===== config.mk =====
export PLATFORM = sky130hd
export DESIGN_NAME = state_change_qualifier_with_force_flat
export DESIGN_NICKNAME = d
export VERILOG_FILES = /design/src/design/scq_pkg.sv /design/src/design/scq_in_if.sv /design/src/design/scq_out_if.sv /design/src/design/scq_cfg.sv /design/src/design/scq_eval.sv /design/src/design/state_change_qualifier_with_force.sv /design/src/flat_wrapper.sv
export SDC_FILE = /design/constraint.sdc
export NUM_CORES = 1
export LEC_CHECK = 0
export ABC_AREA = 1
export BUFFER_PORTS_ARGS = -buffer_cell sky130_fd_sc_hd__buf_4
export CAP_MARGIN = 20
export CORE_ASPECT_RATIO = 1.1
export CORE_MARGIN = 3
export CORE_UTILIZATION = 40
export CTS_CLUSTER_DIAMETER = 40
export DETAILED_ROUTE_END_ITERATION = 8
export GPL_TIMING_DRIVEN = 0
export HOLD_SLACK_MARGIN = 0.03
export PLACE_DENSITY_LB_ADDON = 0.08
export SYNTH_ARGS = -nofsm -noshare
export SYNTH_HDL_FRONTEND = slang
export SYNTH_HIERARCHICAL = 1
export SYNTH_SLANG_ARGS = --single-unit

===== constraint.sdc =====
create_clock -name clk -period 4.16 [get_ports clk]
set_input_delay 0.624 -clock clk [delete_from_list [all_inputs] [get_ports clk]]
set_output_delay 0.624 -clock clk [all_outputs]
set_load 0.1 [all_outputs]

===== src/design/scq_pkg.sv =====
// Package with the shared types and constants of the state change qualifier.
`timescale 1ns / 1ps

package scq_pkg;

    localparam int CMD_BITS      = 2;
    localparam int HYST_BITS     = 8;
    localparam int INTERVAL_BITS = 16;
    localparam int DUR_BITS      = 16;
    localparam int APB_DATA_BITS = 32;
    localparam int APB_ADDR_BITS = 3;

    localparam logic [HYST_BITS-1:0]     REPEAT_MAX       = '1;
    localparam logic [INTERVAL_BITS-1:0] INTERVAL_DEFAULT = INTERVAL_BITS'(1);

    typedef enum logic [CMD_BITS-1:0] {
        CMD_SAMPLE = 2'd0,
        CMD_FORCE  = 2'd1,
        CMD_CLEAR  = 2'd2
    } cmd_t;

    typedef enum logic {
        REG_HYST     = 1'b0,
        REG_INTERVAL = 1'b1
    } reg_idx_t;

    typedef struct packed {
        logic [HYST_BITS-1:0]     hysteresis_count;
        logic [INTERVAL_BITS-1:0] check_interval;
    } cfg_t;

    typedef struct packed {
        logic action_fire;
        logic check_done;
        logic forced_active;
        logic invalid_request;
    } flags_t;

endpackage


===== src/design/scq_in_if.sv =====
// Input channel interface: command, time, value and force duration of one beat.
`timescale 1ns / 1ps

interface scq_in_if #(
    parameter int TIME_BITS  = 32,
    parameter int VALUE_BITS = 32
);
    logic                         valid;
    logic                         ready;
    logic [scq_pkg::CMD_BITS-1:0] command;
    logic [TIME_BITS-1:0]         now_ticks;
    logic [VALUE_BITS-1:0]        state_value;
    logic [scq_pkg::DUR_BITS-1:0] force_duration;

    modport source (
        output valid, command, now_ticks, state_value, force_duration,
        input  ready
    );

    modport sink (
        input  valid, command, now_ticks, state_value, force_duration,
        output ready
    );
endinterface


===== src/design/scq_out_if.sv =====
// Result channel interface: fire flag, states and status bits of one beat.
`timescale 1ns / 1ps

interface scq_out_if #(
    parameter int VALUE_BITS = 32
);
    logic                  valid;
    logic                  ready;
    logic                  action_fire;
    logic [VALUE_BITS-1:0] previous_action_state;
    logic [VALUE_BITS-1:0] effective_state;
    logic                  check_done;
    logic                  forced_active;
    logic                  invalid_request;

    modport source (
        output valid, action_fire, previous_action_state, effective_state,
               check_done, forced_active, invalid_request,
        input  ready
    );

    modport sink (
        input  valid, action_fire, previous_action_state, effective_state,
               check_done, forced_active, invalid_request,
        output ready
    );
endinterface


===== src/design/scq_cfg.sv =====
// APB register file holding the hysteresis count and the check interval.
`timescale 1ns / 1ps

module scq_cfg (
    input  logic                                clk,
    input  logic                                rst_n,
    input  logic                                psel,
    input  logic                                penable,
    input  logic                                pwrite,
    input  logic [scq_pkg::APB_ADDR_BITS-1:0]   paddr,
    input  logic [scq_pkg::APB_DATA_BITS-1:0]   pwdata,
    output logic [scq_pkg::APB_DATA_BITS-1:0]   prdata,
    output logic                                pready,
    output scq_pkg::cfg_t                       cfg
);
    import scq_pkg::*;

    logic [HYST_BITS-1:0]     hyst_reg;
    logic [INTERVAL_BITS-1:0] interval_reg;
    logic                     wr_en;
    reg_idx_t                 idx;

    assign pready = 1'b1;
    assign wr_en  = psel && penable && pwrite && pready;
    assign idx    = reg_idx_t'(paddr[2]);

    always_ff @(posedge clk or negedge rst_n)
    begin
        if (!rst_n)
        begin
            hyst_reg     <= '0;
            interval_reg <= INTERVAL_DEFAULT;
        end
        else if (wr_en)
        begin
            unique case (idx)
                REG_HYST:     hyst_reg     <= pwdata[HYST_BITS-1:0];
                REG_INTERVAL: interval_reg <= pwdata[INTERVAL_BITS-1:0];
                default:      ;
            endcase
        end
    end

    always_comb
    begin
        unique case (idx)
            REG_HYST:     prdata = APB_DATA_BITS'(hyst_reg);
            REG_INTERVAL: prdata = APB_DATA_BITS'(interval_reg);
            default:      prdata = '0;
        endcase
    end

    assign cfg.hysteresis_count = hyst_reg;
    assign cfg.check_interval   = interval_reg;
endmodule


===== src/design/scq_eval.sv =====
// Combinational evaluation of one beat against the current qualifier state.
`timescale 1ns / 1ps

module scq_eval #(
    parameter int TIME_BITS  = 32,
    parameter int VALUE_BITS = 32
) (
    input  scq_pkg::cfg_t                  cfg,
    input  logic [scq_pkg::CMD_BITS-1:0]   command,
    input  logic [TIME_BITS-1:0]           now_ticks,
    input  logic [VALUE_BITS-1:0]          state_value,
    input  logic [scq_pkg::DUR_BITS-1:0]   force_duration,
    input  logic [VALUE_BITS-1:0]          acted,
    input  logic [VALUE_BITS-1:0]          cand,
    input  logic [scq_pkg::HYST_BITS-1:0]  repeat_cnt,
    input  logic [TIME_BITS-1:0]           last_check,
    input  logic                           force_on,
    input  logic [VALUE_BITS-1:0]          force_value,
    input  logic [TIME_BITS-1:0]           force_expiry,
    output logic [VALUE_BITS-1:0]          acted_next,
    output logic [VALUE_BITS-1:0]          cand_next,
    output logic [scq_pkg::HYST_BITS-1:0]  repeat_next,
    output logic [TIME_BITS-1:0]           last_check_next,
    output logic                           force_on_next,
    output logic [VALUE_BITS-1:0]          force_value_next,
    output logic [TIME_BITS-1:0]           force_expiry_next,
    output logic [VALUE_BITS-1:0]          eff_state,
    output scq_pkg::flags_t                flags
);
    import scq_pkg::*;

    logic [TIME_BITS-1:0] deadline;
    logic [TIME_BITS-1:0] due_diff;
    logic [TIME_BITS-1:0] exp_diff;
    logic                 due;
    logic                 force_live;
    logic [HYST_BITS-1:0] repeat_inc;
    logic                 changed;

    // Time comparisons read the wrapped difference as a signed number.
    assign deadline   = last_check + TIME_BITS'(cfg.check_interval);
    assign due_diff   = deadline - now_ticks;
    assign exp_diff   = force_expiry - now_ticks;
    assign due        = due_diff[TIME_BITS-1];
    assign force_live = force_on && !exp_diff[TIME_BITS-1];
    assign repeat_inc = (repeat_cnt == REPEAT_MAX) ? repeat_cnt : repeat_cnt + 1'b1;

    always_comb
    begin
        acted_next        = acted;
        cand_next         = cand;
        repeat_next       = repeat_cnt;
        last_check_next   = last_check;
        force_on_next     = force_on;
        force_value_next  = force_value;
        force_expiry_next = force_expiry;
        eff_state         = '0;
        changed           = 1'b0;
        flags             = '0;

        unique case (command)
            CMD_SAMPLE:
            begin
                if (due)
                begin
                    flags.check_done = 1'b1;
                    force_on_next    = force_live;
                    last_check_next  = now_ticks;
                    if (force_live)
                    begin
                        eff_state = force_value;
                        changed   = (acted != force_value);
                    end
                    else
                    begin
                        eff_state = state_value;
                        if (cfg.hysteresis_count == '0)
                        begin
                            changed = (acted != state_value);
                        end
                        else if (acted == state_value)
                        begin
                            repeat_next = '0;
                            cand_next   = state_value;
                        end
                        else if (cand == state_value)
                        begin
                            if (repeat_inc >= cfg.hysteresis_count)
                            begin
                                repeat_next = '0;
                                changed     = 1'b1;
                            end
                            else
                            begin
                                repeat_next = repeat_inc;
                            end
                        end
                        else
                        begin
                            cand_next   = state_value;
                            repeat_next = HYST_BITS'(1);
                        end
                    end
                    if (changed)
                    begin
                        acted_next = eff_state;
                    end
                end
            end
            CMD_FORCE:
            begin
                if (force_duration == '0)
                begin
                    flags.invalid_request = 1'b1;
                end
                else
                begin
                    force_value_next  = state_value;
                    force_expiry_next = now_ticks + TIME_BITS'(force_duration);
                    force_on_next     = 1'b1;
                end
            end
            CMD_CLEAR:
            begin
                force_on_next = 1'b0;
            end
            default:
            begin
            end
        endcase

        flags.action_fire   = changed;
        flags.forced_active = force_on_next;
    end
endmodule


===== src/design/state_change_qualifier_with_force.sv =====
// Top level of the state change qualifier with timed force override.
`timescale 1ns / 1ps

// The block takes one beat per clock unless the result register stalls it, and
// returns exactly one result beat for each. An accepted beat lands in an input
// register, is evaluated combinationally against the qualifier state, and its result
// is written into the result register once that register is empty or being taken;
// the state it leaves is used by the very next beat. The input ready stays high while
// the result register is empty or being taken, so with a ready sink the sustained rate
// is one beat per cycle. Registers are written over APB at byte address 0 (hysteresis
// count) and 4 (check interval); write them only while no beat is in flight.
module state_change_qualifier_with_force #(
    parameter int TIME_BITS  = 32,
    parameter int VALUE_BITS = 32
) (
    input  logic                              clk,
    input  logic                              rst_n,
    scq_in_if.sink                            item,
    scq_out_if.source                         result,
    input  logic                              psel,
    input  logic                              penable,
    input  logic                              pwrite,
    input  logic [scq_pkg::APB_ADDR_BITS-1:0] paddr,
    input  logic [scq_pkg::APB_DATA_BITS-1:0] pwdata,
    output logic [scq_pkg::APB_DATA_BITS-1:0] prdata,
    output logic                              pready
);
    import scq_pkg::*;

    cfg_t cfg;

    logic                  s1_valid_reg;
    logic [CMD_BITS-1:0]   cmd_reg;
    logic [TIME_BITS-1:0]  now_reg;
    logic [VALUE_BITS-1:0] value_reg;
    logic [DUR_BITS-1:0]   dur_reg;

    logic [VALUE_BITS-1:0] acted_reg, acted_next;
    logic [VALUE_BITS-1:0] cand_reg, cand_next;
    logic [HYST_BITS-1:0]  repeat_reg, repeat_next;
    logic [TIME_BITS-1:0]  last_check_reg, last_check_next;
    logic                  force_on_reg, force_on_next;
    logic [VALUE_BITS-1:0] force_value_reg, force_value_next;
    logic [TIME_BITS-1:0]  force_expiry_reg, force_expiry_next;

    logic [VALUE_BITS-1:0] eff_state;
    flags_t                flags;

    logic                  out_valid_reg;
    flags_t                out_flags_reg;
    logic [VALUE_BITS-1:0] out_prev_reg;
    logic [VALUE_BITS-1:0] out_eff_reg;

    logic s1_adv;
    logic in_take;

    scq_cfg u_cfg (
        .clk     (clk),
        .rst_n   (rst_n),
        .psel    (psel),
        .penable (penable),
        .pwrite  (pwrite),
        .paddr   (paddr),
        .pwdata  (pwdata),
        .prdata  (prdata),
        .pready  (pready),
        .cfg     (cfg)
    );

    scq_eval #(
        .TIME_BITS  (TIME_BITS),
        .VALUE_BITS (VALUE_BITS)
    ) u_eval (
        .cfg               (cfg),
        .command           (cmd_reg),
        .now_ticks         (now_reg),
        .state_value       (value_reg),
        .force_duration    (dur_reg),
        .acted             (acted_reg),
        .cand              (cand_reg),
        .repeat_cnt        (repeat_reg),
        .last_check        (last_check_reg),
        .force_on          (force_on_reg),
        .force_value       (force_value_reg),
        .force_expiry      (force_expiry_reg),
        .acted_next        (acted_next),
        .cand_next         (cand_next),
        .repeat_next       (repeat_next),
        .last_check_next   (last_check_next),
        .force_on_next     (force_on_next),
        .force_value_next  (force_value_next),
        .force_expiry_next (force_expiry_next),
        .eff_state         (eff_state),
        .flags             (flags)
    );

    assign s1_adv     = s1_valid_reg && (!out_valid_reg || result.ready);
    assign item.ready = !s1_valid_reg || s1_adv;
    assign in_take    = item.valid && item.ready;

    always_ff @(posedge clk or negedge rst_n)
    begin
        if (!rst_n)
        begin
            s1_valid_reg <= 1'b0;
        end
        else if (item.ready)
        begin
            s1_valid_reg <= item.valid;
        end
    end

    always_ff @(posedge clk)
    begin
        if (in_take)
        begin
            cmd_reg   <= item.command;
            now_reg   <= item.now_ticks;
            value_reg <= item.state_value;
            dur_reg   <= item.force_duration;
        end
    end

    always_ff @(posedge clk or negedge rst_n)
    begin
        if (!rst_n)
        begin
            acted_reg        <= '0;
            cand_reg         <= '0;
            repeat_reg       <= '0;
            last_check_reg   <= '0;
            force_on_reg     <= 1'b0;
            force_value_reg  <= '0;
            force_expiry_reg <= '0;
        end
        else if (s1_adv)
        begin
            acted_reg        <= acted_next;
            cand_reg         <= cand_next;
            repeat_reg       <= repeat_next;
            last_check_reg   <= last_check_next;
            force_on_reg     <= force_on_next;
            force_value_reg  <= force_value_next;
            force_expiry_reg <= force_expiry_next;
        end
    end

    always_ff @(posedge clk or negedge rst_n)
    begin
        if (!rst_n)
        begin
            out_valid_reg <= 1'b0;
        end
        else if (s1_adv)
        begin
            out_valid_reg <= 1'b1;
        end
        else if (result.ready)
        begin
            out_valid_reg <= 1'b0;
        end
    end

    always_ff @(posedge clk)
    begin
        if (s1_adv)
        begin
            out_flags_reg <= flags;
            out_prev_reg  <= acted_reg;
            out_eff_reg   <= eff_state;
        end
    end

    assign result.valid                 = out_valid_reg;
    assign result.action_fire           = out_flags_reg.action_fire;
    assign result.previous_action_state = out_prev_reg;
    assign result.effective_state       = out_eff_reg;
    assign result.check_done            = out_flags_reg.check_done;
    assign result.forced_active         = out_flags_reg.forced_active;
    assign result.invalid_request       = out_flags_reg.invalid_request;
endmodule


===== src/flat_wrapper.sv =====
// flat-port wrapper written by rule: the top's interface ports become plain ports
module state_change_qualifier_with_force_flat import scq_pkg::*;
#(
    parameter int TIME_BITS  = 32,
    parameter int VALUE_BITS = 32
)
  (clk, rst_n, psel, penable, pwrite, paddr, pwdata, prdata, pready, item_valid, item_command, item_now_ticks, item_state_value, item_force_duration, item_ready, result_valid, result_action_fire, result_previous_action_state, result_effective_state, result_check_done, result_forced_active, result_invalid_request, result_ready);
  scq_in_if #(.TIME_BITS(TIME_BITS), .VALUE_BITS(VALUE_BITS)) item_i ();
  scq_out_if #(.VALUE_BITS(VALUE_BITS)) result_i ();
  input  logic clk;
  input  logic rst_n;
  input  logic psel;
  input  logic penable;
  input  logic pwrite;
  input  logic [scq_pkg::APB_ADDR_BITS-1:0] paddr;
  input  logic [scq_pkg::APB_DATA_BITS-1:0] pwdata;
  output logic [scq_pkg::APB_DATA_BITS-1:0] prdata;
  output logic pready;
  input wire logic [$bits(item_i.valid)-1:0] item_valid;
  input wire logic [$bits(item_i.command)-1:0] item_command;
  input wire logic [$bits(item_i.now_ticks)-1:0] item_now_ticks;
  input wire logic [$bits(item_i.state_value)-1:0] item_state_value;
  input wire logic [$bits(item_i.force_duration)-1:0] item_force_duration;
  output wire logic [$bits(item_i.ready)-1:0] item_ready;
  output wire logic [$bits(result_i.valid)-1:0] result_valid;
  output wire logic [$bits(result_i.action_fire)-1:0] result_action_fire;
  output wire logic [$bits(result_i.previous_action_state)-1:0] result_previous_action_state;
  output wire logic [$bits(result_i.effective_state)-1:0] result_effective_state;
  output wire logic [$bits(result_i.check_done)-1:0] result_check_done;
  output wire logic [$bits(result_i.forced_active)-1:0] result_forced_active;
  output wire logic [$bits(result_i.invalid_request)-1:0] result_invalid_request;
  input wire logic [$bits(result_i.ready)-1:0] result_ready;
  assign item_i.valid = item_valid;
  assign item_i.command = item_command;
  assign item_i.now_ticks = item_now_ticks;
  assign item_i.state_value = item_state_value;
  assign item_i.force_duration = item_force_duration;
  assign item_ready = item_i.ready;
  assign result_valid = result_i.valid;
  assign result_action_fire = result_i.action_fire;
  assign result_previous_action_state = result_i.previous_action_state;
  assign result_effective_state = result_i.effective_state;
  assign result_check_done = result_i.check_done;
  assign result_forced_active = result_i.forced_active;
  assign result_invalid_request = result_i.invalid_request;
  assign result_i.ready = result_ready;
  state_change_qualifier_with_force #(.TIME_BITS(TIME_BITS), .VALUE_BITS(VALUE_BITS)) u_core (.clk(clk), .rst_n(rst_n), .item(item_i), .result(result_i), .psel(psel), .penable(penable), .pwrite(pwrite), .paddr(paddr), .pwdata(pwdata), .prdata(prdata), .pready(pready));
endmodule

==> results of run 1 <==
## critical path: cells and delay by family (launching register included)
kind / cells / cell delay [ns]
buffers and inverters: 3 / 1.41
DFF: 1 / 0.43
and+or+nand+nor: 8 / 1.91
## cell usage after synthesis (30+ instances only)
cell type,number,area share [%]
edfxtp_1,150,21
inv_1,233,4.1
nor2_1,127,2.3
dfrtp_1,194,23
buf_2,62,1.5
o21ai_0,108,2.6
a21oi_1,82,1.9
clkbuf_1,41,0.73
nand2_1,1059,19
xnor2_1,45,1.9
buf_4,31,1.1
nand3_1,283,6.7
ha_1,101,6.0
xor2_1,30,1.2
nand4_1,62,1.8
o21bai_1,36,1.3
## area by class of cell
cell class / instances / area (µm²)
fillers: 5042 / 25800
plain buffers: 139 / 738
inverters: 237 / 895
clock inverters: 39 / 529
well taps: 667 / 835
multi-input cells: 2021 / 10200
repair buffers: 193 / 1520
clock buffers: 89 / 1920
flip-flops and latches: 345 / 9390
## logic make-up (layout without fill, tap and decap cells)
family          count (synthesis)  count (layout)  synth area share (%)
simple gates                 1579            1579                  31.3
buf+inv                       376             697                  7.70
flops                         345             345                  44.4
compound gates                233             233                  6.02
fa+ha+maj                     117             117                  7.49
xor+xnor                       75              75                  3.11
other cells                     2              17                0.0355
## power by group through the flow
stage | logic [mW] | registers, mW | clock network [mW]
global route | 7.46 | 5.43 | 6.15
detailed placement | 6.68 | 5.36 | 0
CTS | 6.71 | 5.31 | 5.98
finish | 6.72 | 5.30 | 5.86
floorplan | 3.87 | 6.24 | 0
global placement | 6.52 | 5.34 | 0
## routing by layer
| layer | global-route usage (%) | wire length, µm | up-vias |
|---|---|---|---|
| li1 | - | - | 9417 |
| met4 | 9.98 | 2290 | 0 |
| met1 | 30.4 | 28800 | 9208 |
| met2 | 43.4 | 34600 | 547 |
| met3 | 3.68 | 3210 | 135 |
| met5 | 0 | 0 | - |
## worst max-delay path by stage
stage	start	endpoint
finish	u_core/dur_reg[1]$_DFFE_PP_	u_core/force_expiry_reg[30]$_DFFE_PN0P_
global route	u_core/repeat_reg[0]$_DFFE_PN0P_	u_core/acted_reg[15]$_DFFE_PN0P_
CTS	u_core/u_cfg/interval_reg[14]$_DFFE_PN0P_	u_core/acted_reg[24]$_DFFE_PN0P_
detailed placement	u_core/u_cfg/interval_reg[14]$_DFFE_PN0P_	u_core/acted_reg[17]$_DFFE_PN0P_
global placement	result_ready	u_core/result.effective_state[3]$_DFFE_PP_
floorplan	u_core/result.valid$_DFFE_PN0P_	u_core/cmd_reg[0]$_DFFE_PP_
## what timing repair did
item / 4_1_cts / 5_1_grt
endpoints found under the setup margin: 0 / 30
setup buffers: 0 / 0
hold buffers: 0 / 0
resized for setup: 0 / 1
endpoints found under the hold margin: 0 / 0
==> impl_metrics.csv, run 1 <==
group,metric,value,unit
clock_tree,cts_tree,"done",
detailed_routing,drt_wl_total,68.9,mm
synthesis,synth_area,21100,µm²
timing,finalHoldWorstSlack,0.0775,ns
final_layout,drive_above_1_share,14.0,%
critical_path,ff2ff_setup_slack,0.31,ns
placement,dp_slack,0.284,ns
global_route,grt.total_usage,24.7,%
critical_path,cp.required,4.68,ns
floorplan,start_util,40.8,%
pwr,powerDensity,687,nW/µm²
pwr,clock_power_share,32.8,%
final_layout,area_delta_synth_final,23.0,%
critical_path,start_kind,"flip-flop",
timing,rsz0062_at_grt,"false",
global_route,grt_pass1_wl,106,mm
pwr,seqPwrFrac,29.7,%
min_path,hp-class,"in -> async",
detailed_routing,drc,0,
placement,place_area,23600,µm²
critical_path,crit_type,"reg -> reg",
placement,dp_hpwl,51.3,mm
detailed_routing,vias_per_cell,5.18,
critical_path,r2r-end,"u_core/force_expiry_reg[30]$_DFFE_PN0P_",
clock_tree,cts_buffers,69,
pwr,max-vdd-ir-drop,354,µV
floorplan,rows,87,
clock_tree,clock_latency,0.60,ns
detailed_routing,vias,19300,
synthesis,synth_edf_count,150,
timing,relSlewSlack,37.9,%
detailed_routing,avgRoutedWirePerCell,18.5,µm
critical_path,end_kind,"flip-flop",
synthesis,avgSynthCellArea,7.75,µm²
synthesis,synth-seq-cells,345,
placement,port_buffers,190,
synthesis,synth-seq-area-share,44.4,%
timing,period_share,92.6,%
synthesis,synth_cell_types,39,
critical_path,reg2reg_depth,11,
placement,dp_cells,3602,
global_route,first_global_vias,19000,
final_layout,utilization,50.2,%
final_layout,antenna_cells,0,
timing,tightest_slew,0.923,ns
timing,setup_viol,0,
floorplan,die_w,225,µm
detailed_routing,ant_nets,0,
timing,finalHoldViolCount,0,
critical_path,critPathSlowestCell,"nor4_1",
pwr,p_leak,13.2,nW
clock_tree,clkTransAtPathRegs,0.06,ns
final_layout,final_cell_mix,"nand2_1 (1059), nand3_1 (282), inv_1 (231)",
critical_path,crit_top_cell,"nand2_1",
critical_path,cp.arrival,4.37,ns
detailed_routing,drtIter0Drc,1364,
timing,max_freq,260,MHz
timing,setup_ws,0.310,ns
job,drv_cap,0,
timing,slew_violations,0,
status,outcome,"completed",
timing,skew,0.0292,ns
pwr,switching_power,7.38,mW
final_layout,final_cell_count_no_fill,3730,
detailed_routing,drtPass1Iterations,6,
pwr,p_int,10.5,mW
final_layout,final_common_cell,"nand2_1",
timing,setup_tns,0,ns
timing,period_minus_slack,3.85,ns
synthesis,synth_ff_type,"dfrtp_1",
global_route,grt_max_degree,101,
clock_tree,cts_htree_levels,3,
placement,gp_congestion,0.940,
synthesis,async_reset_ff_share,56.5,%
final_layout,final_area,26000,µm²
synthesis,ys.warnings.count,6,
floorplan,coreArea,51800,µm²
critical_path,worstPathMaxFanout,10,
global_route,antenna_found_initial,0,
floorplan,io_pins,227,
floorplan,die_area,55700,µm²
clock_tree,cts_root_buf,"clkbuf_16",
floorplan,die_h,247,µm
pwr,swShare,41.3,%
final_layout,nets,3247,
pwr,total_power,17.9,mW
critical_path,cp_slowest_stage_delay,0.80,ns
critical_path,path_cells,"nor2_1, nand2_1, nor4_1, nor2_1, inv_1, clkbuf_1, buf_2, nand2_1, nand2_1, nand3_1, nand2_1",
global_route,overflow,0,
synthesis,syn_inst,2727,
clock_tree,cts.path.max_buffers,3,
clock_tree,cts_sinks,345,
pwr,p_comb_share,37.6,%
critical_path,r2r_start,"u_core/dur_reg[1]$_DFFE_PP_",
No activity file was read; power rests on OpenSTA's default activity.
==> run 2, diff against run 1 <==
CTS_BUF_LIST = sky130_fd_sc_hd__clkbuf_4 sky130_fd_sc_hd__clkbuf_8 sky130_fd_sc_hd__clkbuf_16   (was unset)
SYNTH_HIERARCHICAL = unset   (was 1)
==> run 2 against run 1 <==
  * Via count shrank 28%
  * Global-route usage down 4.6 points
  * Critical path type unchanged
  * Worst setup slack better by 0.23 ns
  * Synthesized area shrank 15%
  * Die area down 15%
  * Largest power group unchanged
  * Synthesized cell count down 28%
  * Register-to-register slack improved by 0.23 ns
==> impl_metrics.csv, run 2 <==
group,metric,value,unit
status,outcome,"completed",
synthesis,synthTopCellsByArea,"dfrtp_1 (27%), edfxtp_1 (25%), nand2_1 (12%), ha_1 (7.0%), inv_1 (5.0%)",
global_route,first_global_vias,14300,
placement,dp_hpwl,35.6,mm
synthesis,netlist.top_cell.by_area,"dfrtp_1",
floorplan,die_area,47500,µm²
final_layout,area_delta_synth_final,24.9,%
placement,port_buffers,190,
clock_tree,cts_tree,"done",
critical_path,crit_family,"simple AND/OR/NAND/NOR gates",
placement,gp_congestion,0.930,
final_layout,nets,2470,
critical_path,worstPathMaxFanout,10,
timing,skew,0.0270,ns
timing,setup_ws,0.542,ns
critical_path,path_cells,"ha_1, nand2_1, nor2_1, nand3_1, nor2_1, nor3_1, nand2_1, xnor2_1, ha_1, nand2_1, nor2_1, nand4_1, nand3_1, nand3_1, a21oi_1, nand2_1, nand2_2, nand2_2, buf_2, nand2_1, nand2_1",
final_layout,final_common_cell,"nand2_1",
clock_tree,clkTransAtPathRegs,0.06,ns
floorplan,rows,80,
synthesis,synth-seq-cells,345,
timing,setup_viol,0,
timing,rsz0062_at_grt,"false",
pwr,powerDensity,715,nW/µm²
final_layout,utilization,51.2,%
critical_path,start_kind,"flip-flop",
synthesis,synth_cell_types,49,
timing,max_freq,276,MHz
pwr,max-vdd-ir-drop,364,µV
detailed_routing,avgRoutedWirePerCell,16.8,µm
synthesis,yosysMostFrequentCell,"nand2_1",
critical_path,ff2ff_setup_slack,0.54,ns
timing,period_share,87.0,%
timing,tightest_slew,0.947,ns
detailed_routing,vias,13800,
critical_path,crit_top_cell,"nand2_1",
final_layout,final_cell_count_no_fill,2856,
critical_path,cp_num_buf_inv,1,
min_path,worstHoldPathCells,1,
critical_path,cp.arrival,4.11,ns
synthesis,synth_ff_type,"dfrtp_1",
clock_tree,cts.path.max_buffers,3,
synthesis,async_reset_ff_share,56.5,%
detailed_routing,vias_per_cell,4.85,
clock_tree,cts_htree_levels,2,
global_route,grt.total_usage,20.1,%
clock_tree,cts_resized,0,
detailed_routing,drtIter0Drc,703,
critical_path,end_kind,"flip-flop",
global_route,grt_pass1_wl,76.1,mm
critical_path,cp.required,4.65,ns
clock_tree,clock_latency,0.62,ns
synthesis,synthTopCellsByCount,"nand2_1 (575), inv_1 (238), dfrtp_1 (194)",
clock_tree,cts_sinks,345,
pwr,total_power,16.0,mW
synthesis,ys.warnings.count,0,
clock_tree,cts_root_buf,"clkbuf_16",
timing,finalHoldViolCount,0,
min_path,hold_path_end,"u_core.value_reg[21]$_DFFE_PP_",
final_layout,antenna_cells,0,
synthesis,synth.top_cell.area_share,27.0,%
global_route,grt_max_degree,112,
detailed_routing,drt_wl_total,48.0,mm
timing,period_minus_slack,3.62,ns
placement,dp_slack,0.531,ns
critical_path,cp_slowest_stage_delay,0.41,ns
global_route,overflow,0,
synthesis,synth_area,18000,µm²
min_path,hold_path.startpoint,"item_state_value[21]",
synthesis,syn_inst,1957,
critical_path,r2r_start,"u_core.repeat_reg[0]$_DFFE_PN0P_",
clock_tree,cts_buffers,61,
detailed_routing,ant_nets,0,
floorplan,start_util,41.0,%
critical_path,crit_type,"reg -> reg",
placement,dp_cells,2739,
timing,setup_tns,0,ns
synthesis,avgSynthCellArea,9.18,µm²
critical_path,r2r-end,"u_core.acted_reg[8]$_DFFE_PN0P_",
synthesis,synth_edf_count,150,
floorplan,coreArea,43800,µm²
timing,finalHoldWorstSlack,0.182,ns
placement,place_area,20300,µm²
detailed_routing,drc,0,
synthesis,synth-seq-area-share,52.2,%
critical_path,reg2reg_depth,21,
floorplan,io_pins,227,
timing,slew_violations,0,
detailed_routing,drtPass1Iterations,5,
timing,relSlewSlack,36.9,%
job,drv_cap,0,
global_route,antenna_found_initial,0,
final_layout,final_cell_mix,"nand2_1 (575), inv_1 (236), buf_4 (212)",
floorplan,die_h,228,µm
final_layout,drive_above_1_share,17.0,%
pwr,p_leak,10.8,nW
final_layout,final_area,22400,µm²
critical_path,critPathSlowestCell,"dfrtp_1",
floorplan,die_w,208,µm
min_path,hp-class,"in -> reg",
run 2: cell types whose count changed after synthesis, moves of 21 or more:
cell      change
o21bai_1     -36
a21oi_1      -24
and2_1       +32
buf_2        -48
nor2_1       -55
nand3_1     -212
o21ai_0      +51
o21a_1       +25
nand4_1      -21
nand2_1     -484
run 2: cell type report:
| class | count | area (µm²) |
|---|---|---|
| repair buffers | 194 | 1520 |
| plain buffers | 69 | 418 |
| inverters | 243 | 917 |
| fillers | 4082 | 21400 |
| clock inverters | 43 | 498 |
| well taps | 574 | 718 |
| flip-flops and latches | 345 | 9390 |
| clock buffers | 73 | 1670 |
| multi-input cells | 1315 | 7310 |
run 2: worst max-delay path by stage:
stage / start / to / slack, ns / depth (start not counted)
finish: u_core.repeat_reg[0]$_DFFE_PN0P_ / u_core.acted_reg[8]$_DFFE_PN0P_ / 0.54 / 21
global route: u_core.repeat_reg[0]$_DFFE_PN0P_ / u_core.acted_reg[9]$_DFFE_PN0P_ / 0.05 / 21
global placement: result_ready / u_core.force_value_reg[1]$_DFFE_PN0P_ / -0.85 / 10
detailed placement: u_core.repeat_reg[0]$_DFFE_PN0P_ / u_core.acted_reg[24]$_DFFE_PN0P_ / 0.53 / 21
floorplan: u_core.result.valid$_DFFE_PN0P_ / u_core.cmd_reg[0]$_DFFE_PP_ / 0.22 / 3
CTS: u_core.repeat_reg[0]$_DFFE_PN0P_ / u_core.acted_reg[8]$_DFFE_PN0P_ / 0.50 / 21
run 2: where the power goes:
| part | total [mW] | leakage, nW | switching [mW] | internal [mW] |
|---|---|---|---|---|
| Sequential | 5.38 | 3.88 | 0.744 | 4.64 |
| Clock | 5.18 | 1.06 | 1.87 | 3.30 |
| Combinational | 5.49 | 5.82 | 3.71 | 1.78 |
run 2: cells by family (layout without fill, tap and decap cells):
logic type      Yosys count  count (layout)  share of synthesized area [%]
compound gates          267             267                           7.92
xor+xnor                 63              63                           3.07
fa+ha+maj               117             117                           8.82
simple gates            846             846                           20.2
flops                   345             345                           52.2
buf+inv                 312             622                           7.40
mux                       5               5                          0.306
other cells               2              17                         0.0418
run 2: routing by layer:
metal	global-route usage, %	up-vias	wire [µm]
li1	-	6928	-
met1	24.5	6512	20300
met2	35.9	303	24100
met3	3.45	98	1870
met4	7.31	0	1670
met5	0	-	0
run 2: timing repair:
action | in CTS | in global routing
hold buffers | 1 | 0
endpoints found under the hold margin | 2 | 0
endpoints found under the setup margin | 0 | 0
setup buffers | 0 | 0
